`src/hw/rtl/sem_pkg.sv`:
```
// Shared constants, register indexes and control types of the Sobel edge block.
`default_nettype none
package sem_pkg;
  localparam int MAX_WIDTH  = 1024;
  localparam int MAX_HEIGHT = 1024;
  localparam int SIZE_W     = 11;
  localparam int CNT_W      = 21;
  localparam int COL_W      = $clog2(MAX_WIDTH);
  localparam int PIX_W      = 24;
  localparam int GRAD_W     = 12;
  localparam int SQ_W       = 22;
  localparam int SAT_LIMIT  = 65280;

  localparam logic REG_WIDTH  = 1'b0;
  localparam logic REG_HEIGHT = 1'b1;

  typedef struct packed {
    logic accept;
    logic prep;
    logic div_step;
    logic rd;
    logic shift;
    logic grad;
    logic sqr;
    logic root_step;
    logic load_out;
  } sem_cmd_t;

  typedef struct packed {
    logic no_result;
    logic out_busy;
  } sem_sts_t;
endpackage
`default_nettype wire

```
`src/hw/rtl/sem_ctrl.sv`:
```
// Sequencer for one item: count restart, column divide, row fetch, gradient, root.
`default_nettype none
module sem_ctrl import sem_pkg::*; (
  input  wire logic     clk,
  input  wire logic     rst_n,
  input  wire logic     in_valid,
  output logic          in_ready,
  input  wire sem_sts_t sts,
  output sem_cmd_t      cmd
);
  localparam logic [3:0] S_IDLE  = 4'd0;
  localparam logic [3:0] S_PREP  = 4'd1;
  localparam logic [3:0] S_DIV   = 4'd2;
  localparam logic [3:0] S_RD    = 4'd3;
  localparam logic [3:0] S_SHIFT = 4'd4;
  localparam logic [3:0] S_GRAD  = 4'd5;
  localparam logic [3:0] S_SQR   = 4'd6;
  localparam logic [3:0] S_ROOT  = 4'd7;
  localparam logic [3:0] S_RND   = 4'd8;

  logic [3:0] state_r, state_nxt;
  logic [4:0] step_r, step_nxt;

  always_comb begin
    state_nxt = state_r;
    step_nxt  = step_r;
    cmd       = '0;
    in_ready  = 1'b0;
    case (state_r)
      S_IDLE: begin
        in_ready = 1'b1;
        if (in_valid) begin
          cmd.accept = 1'b1;
          state_nxt  = S_PREP;
        end
      end
      S_PREP: begin
        cmd.prep  = 1'b1;
        step_nxt  = '0;
        state_nxt = S_DIV;
      end
      S_DIV: begin
        cmd.div_step = 1'b1;
        step_nxt     = step_r + 5'd1;
        if (step_r == 5'(CNT_W - 1)) begin
          state_nxt = S_RD;
        end
      end
      S_RD: begin
        cmd.rd    = 1'b1;
        state_nxt = S_SHIFT;
      end
      S_SHIFT: begin
        cmd.shift = 1'b1;
        state_nxt = sts.no_result ? S_IDLE : S_GRAD;
      end
      S_GRAD: begin
        cmd.grad  = 1'b1;
        state_nxt = S_SQR;
      end
      S_SQR: begin
        cmd.sqr   = 1'b1;
        step_nxt  = '0;
        state_nxt = S_ROOT;
      end
      S_ROOT: begin
        cmd.root_step = 1'b1;
        step_nxt      = step_r + 5'd1;
        if (step_r == 5'd7) begin
          state_nxt = S_RND;
        end
      end
      S_RND: begin
        // hold until the output slot frees
        if (!sts.out_busy) begin
          cmd.load_out = 1'b1;
          state_nxt    = S_IDLE;
        end
      end
      default: begin
        state_nxt = S_IDLE;
      end
    endcase
  end

  always_ff @(posedge clk) begin
    if (!rst_n) begin
      state_r <= S_IDLE;
      step_r  <= '0;
    end else begin
      state_r <= state_nxt;
      step_r  <= step_nxt;
    end
  end
endmodule
`default_nettype wire

```
`config.mk`:
```
export PLATFORM = sky130hd
export DESIGN_NAME = sem_ctrl
export DESIGN_NICKNAME = d
export VERILOG_FILES = /design/src/hw/rtl/sem_pkg.sv /design/src/hw/rtl/sem_ctrl.sv
export SDC_FILE = /design/constraint.sdc
export NUM_CORES = 1
export LEC_CHECK = 0
export ABC_AREA = 1
export BUFFER_PORTS_ARGS = -buffer_cell sky130_fd_sc_hd__buf_2
export CORE_AREA = 2 2 39 41
export CTS_CLUSTER_DIAMETER = 120
export DETAILED_ROUTE_END_ITERATION = 10
export DIE_AREA = 0 0 41 43
export GPL_ROUTABILITY_DRIVEN = 0
export PLACE_DENSITY = 0.77
export SLEW_MARGIN = 40
export SYNTH_ARGS = -nofsm -noshare
export SYNTH_HDL_FRONTEND = slang
export SYNTH_SLANG_ARGS = --single-unit
export TNS_END_PERCENT = 50
```
`constraint.sdc`:
```
create_clock -name clk -period 2.4 [get_ports clk]
set_input_delay 0.72 -clock clk [delete_from_list [all_inputs] [get_ports clk]]
set_output_delay 0.72 -clock clk [all_outputs]
set_load 0.02 [all_outputs]
```
### Word level (Yosys, flattened, before mapping)

Cells that the tools add are included.

* multiplexer cells: 19
* equal/unequal tests: 14
* $add $sub $neg: 1
* reductions and logical operators: 5

Operator list (count)
* case mux 4 bit (9 select lines): 1
* equality test 4 x 3 -> 1 bit (second input constant): 4
* two-way mux 4 bit: 4
* two-way mux 1 bit: 12
* case mux 5 bit (2 select lines): 1
* equality test 4 x 2 -> 1 bit (second input constant): 2
* inequality test 2 bit (second input constant): 4
* adder 5 x 1 -> 5 bit (second input constant): 1
* equality test 5 x 3 -> 1 bit (second input constant): 1
* equality test 5 bit (second input constant): 1
* equality test 4 x 1 -> 1 bit (second input constant): 1
* equality test 4 bit (second input constant): 1
* logical NOT 4 bit: 1
* AND reduction 4 bit: 1
* OR reduction 2 bit: 2
* two-way mux 3 bit: 1
* nonzero test 2 bit: 1

* input port bits: 5
* word-level logic and storage cells: 41
* bits in registers: 9
* output and inout port bits: 10

### Logic depth before layout (Yosys ltp)

Gate-level depths: netlist of the first run.

* depth after elaboration: 3
* mapped depth: 10
* gate-level depth less buffers: 10

### Least setup slack after synthesis of the first run

No wires, ideal clock.

* path type: input -> output
* from: in sts[0] (netlist bit)
* to: out cmd[0] (netlist bit)
* stages on the path: 1
* data arrival time: 1.394 ns
* path buffers: 0
* required time: 1.680 ns
* path slack: 0.286 ns
* path through: nor4_1

* cells in the longest elaborated chain, start to end: 2

RTL lines
* from (decl): RTL line sem_ctrl.sv:8 `input wire sem_sts_t sts,`
* two-way mux 1 bit: RTL line sem_ctrl.sv:75 `if (!sts.out_busy) begin`
* two-way mux 1 bit: RTL line sem_ctrl.sv:29 `case (state_r)`
* to (decl): RTL line sem_ctrl.sv:9 `output sem_cmd_t cmd`

No other way between the ends.

==> flow_summary.yaml, run 1 <==
critical_path:
  r2r_start: "step_r[1]$_SDFFE_PN0P_"
  endpoint: "cmd[7]"
  startpoint: "state_r[0]$_SDFFE_PN0P_"
  path_max_fanout: 5
  crit_required_ns: 1.68
  critPathArrivalTime_ns: 1.32
  path_class: "flop to output port"
  reg2reg_slack_ns: 1.08
  critPathCaptureType: "output port"
  worst-r2r-cell-count: 9
  r2r-end: "state_r[3]$_SDFFE_PN0P_"
  critPathLaunchType: "flop"
grt:
  busiest_layer: "met2"
  grt_antenna_before_repair: 0
  grt_use_met1_pct: 19.87
  met3_usage_pct: 1.571
  grt_pass1_wl_um: 2090
  overflow: 0
  grt_pass1_vias: 551
  grt_max_degree: 7
  track_usage_pct: 17.74
  met2_usage_pct: 29.38
timing:
  rsz0062_at_grt: "no"
  holdWs_ns: 0.5346
  skew_ns: 0.003611
  maxSlewViolCount: 0
  finalSetupTns_ns: 0
  setup_viol: 0
  post-route-period-util_pct: 85.04
  fin_crit_ns: 2.041
  relSlewSlack_pct: 84.69
  setup_ws_ns: 0.3591
  hold_violations: 0
  worst_pin_slew_ns: 0.2276
  clock.fmax_ghz: 0.4900
worst_hold_path:
  hold_class: "flop to flop"
synthesis:
  synth_cells: 95
  syn_area_um2: 629.4
  synth-simple-area-share_pct: 41.75
  synth.area.top_cells: "dfxtp_1 (29%), inv_1 (9.5%), nand2_1 (9.5%)"
  synth_seq_cells: 9
  synthAdderAreaFrac_pct: 3.976
  synthesis.nets: 102
  synth_cell_types: 23
  synth_top_family_by_area: "simple AND/OR/NAND/NOR gates"
  synth_top_cell_by_area: "dfxtp_1"
  ys_warn_count: 0
  synth_compound_area_share_pct: 11.33
  synth_top_area_share_pct: 28.63
  synthMuxAreaShare_pct: 0
  syn_area_per_cell_um2: 6.625
  synthXorXnorAreaFrac_pct: 2.783
  synth_seq_area_share_pct: 28.63
drt:
  vias_per_cell: 4.907
  wire_per_inst_um: 10.33
  drc: 0
  antenna_left: 0
  drt_wl_total_um: 1333
  initialDrtViolationCount: 8
  drtPass1Iterations: 4
  vias: 633
floorplanning:
  dieArea_um2: 1763
  dieWidth_um: 41
  io_pins: 15
  die_y_um: 43
  rows: 14
  initial_utilization_pct: 45.48
  core-area_um2: 1384
power:
  switching_share_pct: 50.06
  combPwrFrac_pct: 54.8
  p_per_area_nw_per_um2: 1002
  p_seq_share_pct: 29.2
  total_power_mw: 0.7469
  power.leakage_nw: 0.4188
  ir_drop_mv: 0.3828
  p_int_mw: 0.3730
  clockPowerShare_pct: 16.1
  p_sw_mw: 0.3739
finish:
  layout.cells.non_filler: 129
  areaGrowthSynthToFinish_pct: 18.49
  drive_gt1_share_pct: 28.32
  final_util_pct: 53.89
  antenna_cells: 0
  multi_input_area_um2: 376.6
  nFillCells: 149
  nets: 121
  regArea_um2: 180.2
  final_area_um2: 745.7
  mostFrequentLayoutCells: "inv_1 (16), nand2_1 (16), buf_2 (14)"
clock_tree:
  cts_num_sinks: 9
  cts_tree: "done"
  cts_resized: 0
  cts_root_buf: "clkbuf_4"
  cts.clk_slew.worst_paths_ns: 0.07
  clk_path_buf_depth: 2
  post-cts-setup-buffers: 0
  hold_buffers: 0
  worst_skew_pair.late_latency_ns: 0.26
  htreeDepth: 1
  cts_buffers: 3
placed_design:
  dp.cells: 125
  dpl_cell_area_um2: 719.4
  place_ws_ns: 0.4134
  dp_hpwl_um: 1062
  numPortBuffers: 14
outcome:
  status: "completed"
job:
  maxCapViolCount: 0
Yosys cell counts (all sizes together):
library cell	number
clkinv	1
o22ai	1
a21oi	7
nor3	1
nand2	22
nand4	1
xnor2	2
o21ai	3
o21bai	1
ha	2
o211ai	1
dfxtp	9
nand3	8
nor2	17
nor4	1
inv	18
how the worst min path moves through the flow:
stage	start	end	slack, ns	cells past startpoint
floorplan	step_r[1]$_SDFFE_PN0P_	step_r[1]$_SDFFE_PN0P_	0.49	2
global placement	step_r[1]$_SDFFE_PN0P_	step_r[1]$_SDFFE_PN0P_	0.51	2
detailed placement	step_r[1]$_SDFFE_PN0P_	step_r[1]$_SDFFE_PN0P_	0.52	2
CTS	step_r[1]$_SDFFE_PN0P_	step_r[1]$_SDFFE_PN0P_	0.54	2
global route	step_r[1]$_SDFFE_PN0P_	step_r[1]$_SDFFE_PN0P_	0.57	2
finish	step_r[1]$_SDFFE_PN0P_	step_r[1]$_SDFFE_PN0P_	0.53	2
kinds of logic after synthesis:
logic type	count (synthesis)
buffers and inverters	19
flip-flops	9
adder cells (fa/ha/maj)	2
XOR/XNOR	2
AO/OA/AOI/OAI	13
AND/OR/NAND/NOR	50
flip-flops by register name, summed over array words and instances, names as in the netlist:
name and flops:
step_r 5, state_r 4
area by class of cell:
cell class	instances	share of cell area, %
multi-input combinational	67	50.50
sequential	9	24.16
inverter	19	9.732
timing repair buffer	14	9.396
clock buffer	4	3.523
tap	16	2.685
critical path, stage by stage, from the launching register on:
cell and delay, ns:
dfxtp_1 0.41, inv_2 0.07, nor2_1 0.19, inv_1 0.08, nor2_2 0.13, buf_2 0.18
per-layer routing:
metal / vias to the layer above / part of all wire [%] / wire length [um]
met5: - / 0 / 0
met4: 0 / 1.4 / 18
met3: 2 / 5.0 / 66
met2: 20 / 48 / 644
met1: 275 / 45 / 603
li1: 336 / - / -
power groups by stage:
stage | clock [mW] | combinational [mW] | sequential [mW]
after floorplan | 0 | 0.314 | 0.212
after global placement | 0 | 0.400 | 0.218
after detailed placement | 0 | 0.408 | 0.219
after CTS | 0.123 | 0.410 | 0.216
after global routing | 0.130 | 0.462 | 0.223
final | 0.120 | 0.409 | 0.218
No activity file was read; power rests on OpenSTA's default activity.
==> inputs of run 2 (changes only) <==
--- a/config.mk
+++ b/config.mk
@@ -6,13 +6,13 @@
 export NUM_CORES = 1
 export LEC_CHECK = 0
 export ABC_AREA = 1
-export BUFFER_PORTS_ARGS = -buffer_cell sky130_fd_sc_hd__buf_2
 export CORE_AREA = 2 2 39 41
 export CTS_CLUSTER_DIAMETER = 120
 export DETAILED_ROUTE_END_ITERATION = 10
 export DIE_AREA = 0 0 41 43
+export DONT_BUFFER_PORTS = 1
 export GPL_ROUTABILITY_DRIVEN = 0
-export PLACE_DENSITY = 0.77
+export PLACE_DENSITY = 0.67
 export SLEW_MARGIN = 40
 export SYNTH_ARGS = -nofsm -noshare
 export SYNTH_HDL_FRONTEND = slang
==> run 2 against run 1 <==
Register-to-register slack worse by 0.13 ns. Critical path depth is 1 lower. Combinational power down 8.3%. First-iteration DRC count down 38%. Wire length shrank 5.4%. Utilization decreased by 4.0 points. Hold slack worse by 0.014 ns. Clock power fell by 3%. Worst setup slack improved by 0.0077 ns. Via count decreased by 8.7%. Count of clock-buffer cells in the layout did not move. Sequential share of layout area up 1.9 points. Largest cell class unchanged.
==> flow_summary.yaml, run 2 (synthesis results as in run 1) <==
outcome:
  status: "completed"
timing:
  setup_ws_ns: 0.3669
  worst_pin_slew_ns: 0.4617
  skew_ns: 0.001357
  finalSetupTns_ns: 0
  rsz0062_at_grt: "no"
  maxSlewViolCount: 0
  relSlewSlack_pct: 69.10
  clock.fmax_ghz: 0.4919
  holdWs_ns: 0.5210
  fin_crit_ns: 2.033
  setup_viol: 0
  hold_violations: 0
  post-route-period-util_pct: 84.71
floorplanning:
  die_y_um: 43
  dieWidth_um: 41
  rows: 14
  core-area_um2: 1384
  dieArea_um2: 1763
  io_pins: 15
  initial_utilization_pct: 45.48
critical_path:
  path_max_fanout: 6
  crit_required_ns: 1.68
  r2r-end: "step_r[0]$_SDFFE_PN0P_"
  reg2reg_slack_ns: 0.95
  r2r_start: "state_r[2]$_SDFFE_PN0P_"
  path_class: "flop to output port"
  critPathCaptureType: "output port"
  critPathArrivalTime_ns: 1.31
  worst-r2r-cell-count: 5
  critPathLaunchType: "flop"
placed_design:
  place_ws_ns: 0.5256
  numPortBuffers: 0
  dpl_cell_area_um2: 664.4
  dp.cells: 113
  dp_hpwl_um: 1042
worst_hold_path:
  hold_class: "flop to flop"
  holdPathStages: 2
  hold_end: "step_r[1]$_SDFFE_PN0P_"
  hold_start: "step_r[1]$_SDFFE_PN0P_"
clock_tree:
  htreeDepth: 1
  worst_skew_pair.late_latency_ns: 0.26
  post-cts-setup-buffers: 0
  cts_resized: 0
  hold_buffers: 0
  cts_root_buf: "clkbuf_4"
  cts_num_sinks: 9
  cts_buffers: 3
  cts.clk_slew.worst_paths_ns: 0.06
  clk_path_buf_depth: 2
  cts_tree: "done"
grt:
  grt_max_degree: 7
  grt_antenna_before_repair: 0
  grt_pass1_vias: 504
  overflow: 0
  grt_pass1_wl_um: 1883
  track_usage_pct: 16.06
job:
  maxCapViolCount: 0
finish:
  layout.cells.non_filler: 117
  antenna_cells: 0
  mostFrequentLayoutCells: "inv_1 (16), nand2_1 (16), nor2_1 (11)"
  nets: 109
  drive_gt1_share_pct: 19.80
  final_util_pct: 49.91
  areaGrowthSynthToFinish_pct: 9.741
  final_area_um2: 690.7
  largest_registers: "step_r (5), state_r (4)"
  largest_register_ffs: 5
  regMostFlops: "step_r"
drt:
  vias_per_cell: 4.940
  drt_wl_total_um: 1261
  antenna_left: 0
  wire_per_inst_um: 10.78
  drc: 0
  vias: 578
  initialDrtViolationCount: 5
  drtPass1Iterations: 4
power:
  ir_drop_mv: 0.4070
  p_per_area_nw_per_um2: 1025
  total_power_mw: 0.7081
  power.leakage_nw: 0.3619
run 2: critical path, stage by stage, from the launching register on:
cell,delay [ns]
dfxtp_1,0.37
nor2_1,0.17
inv_1,0.11
nor4_1,0.21
buf_4,0.20
run 2: layout make-up:
class	count	area, um^2
Inverter	19	72.57
Tap cell	16	20.02
Multi-Input combinational cell	67	376.6
Clock buffer	4	26.28
Fill cell	160	693.2
Sequential cell	9	180.2
Timing Repair Buffer	2	15.01
run 2: how the worst max path moves through the flow:
stage | startpoint | to | slack, ns | depth (start not counted)
after detailed placement | sts[0] | cmd[0] | 0.53 | 2
final | state_r[1]$_SDFFE_PN0P_ | cmd[0] | 0.37 | 4
after CTS | state_r[1]$_SDFFE_PN0P_ | cmd[0] | 0.37 | 4
after global routing | state_r[1]$_SDFFE_PN0P_ | cmd[0] | 0.24 | 4
after global placement | sts[0] | cmd[0] | 0.57 | 2
after floorplan | sts[0] | cmd[0] | 0.29 | 1
run 2: power by group:
group	switching (mW)	total [mW]	leakage (nW)	internal (mW)
Sequential	0.0405	0.218	0.0731	0.177
Combinational	0.265	0.375	0.274	0.109
Clock	0.0516	0.116	0.0150	0.0640
run 2: per-layer routing:
layer | vias to the layer above | GRT usage [%] | wire length [um]
met1 | 251 | 15.74 | 564
met2 | 15 | 27.19 | 617
li1 | 310 | - | -
met3 | 2 | 3.141 | 65
met4 | 0 | 12.00 | 14
met5 | - | 0 | 0
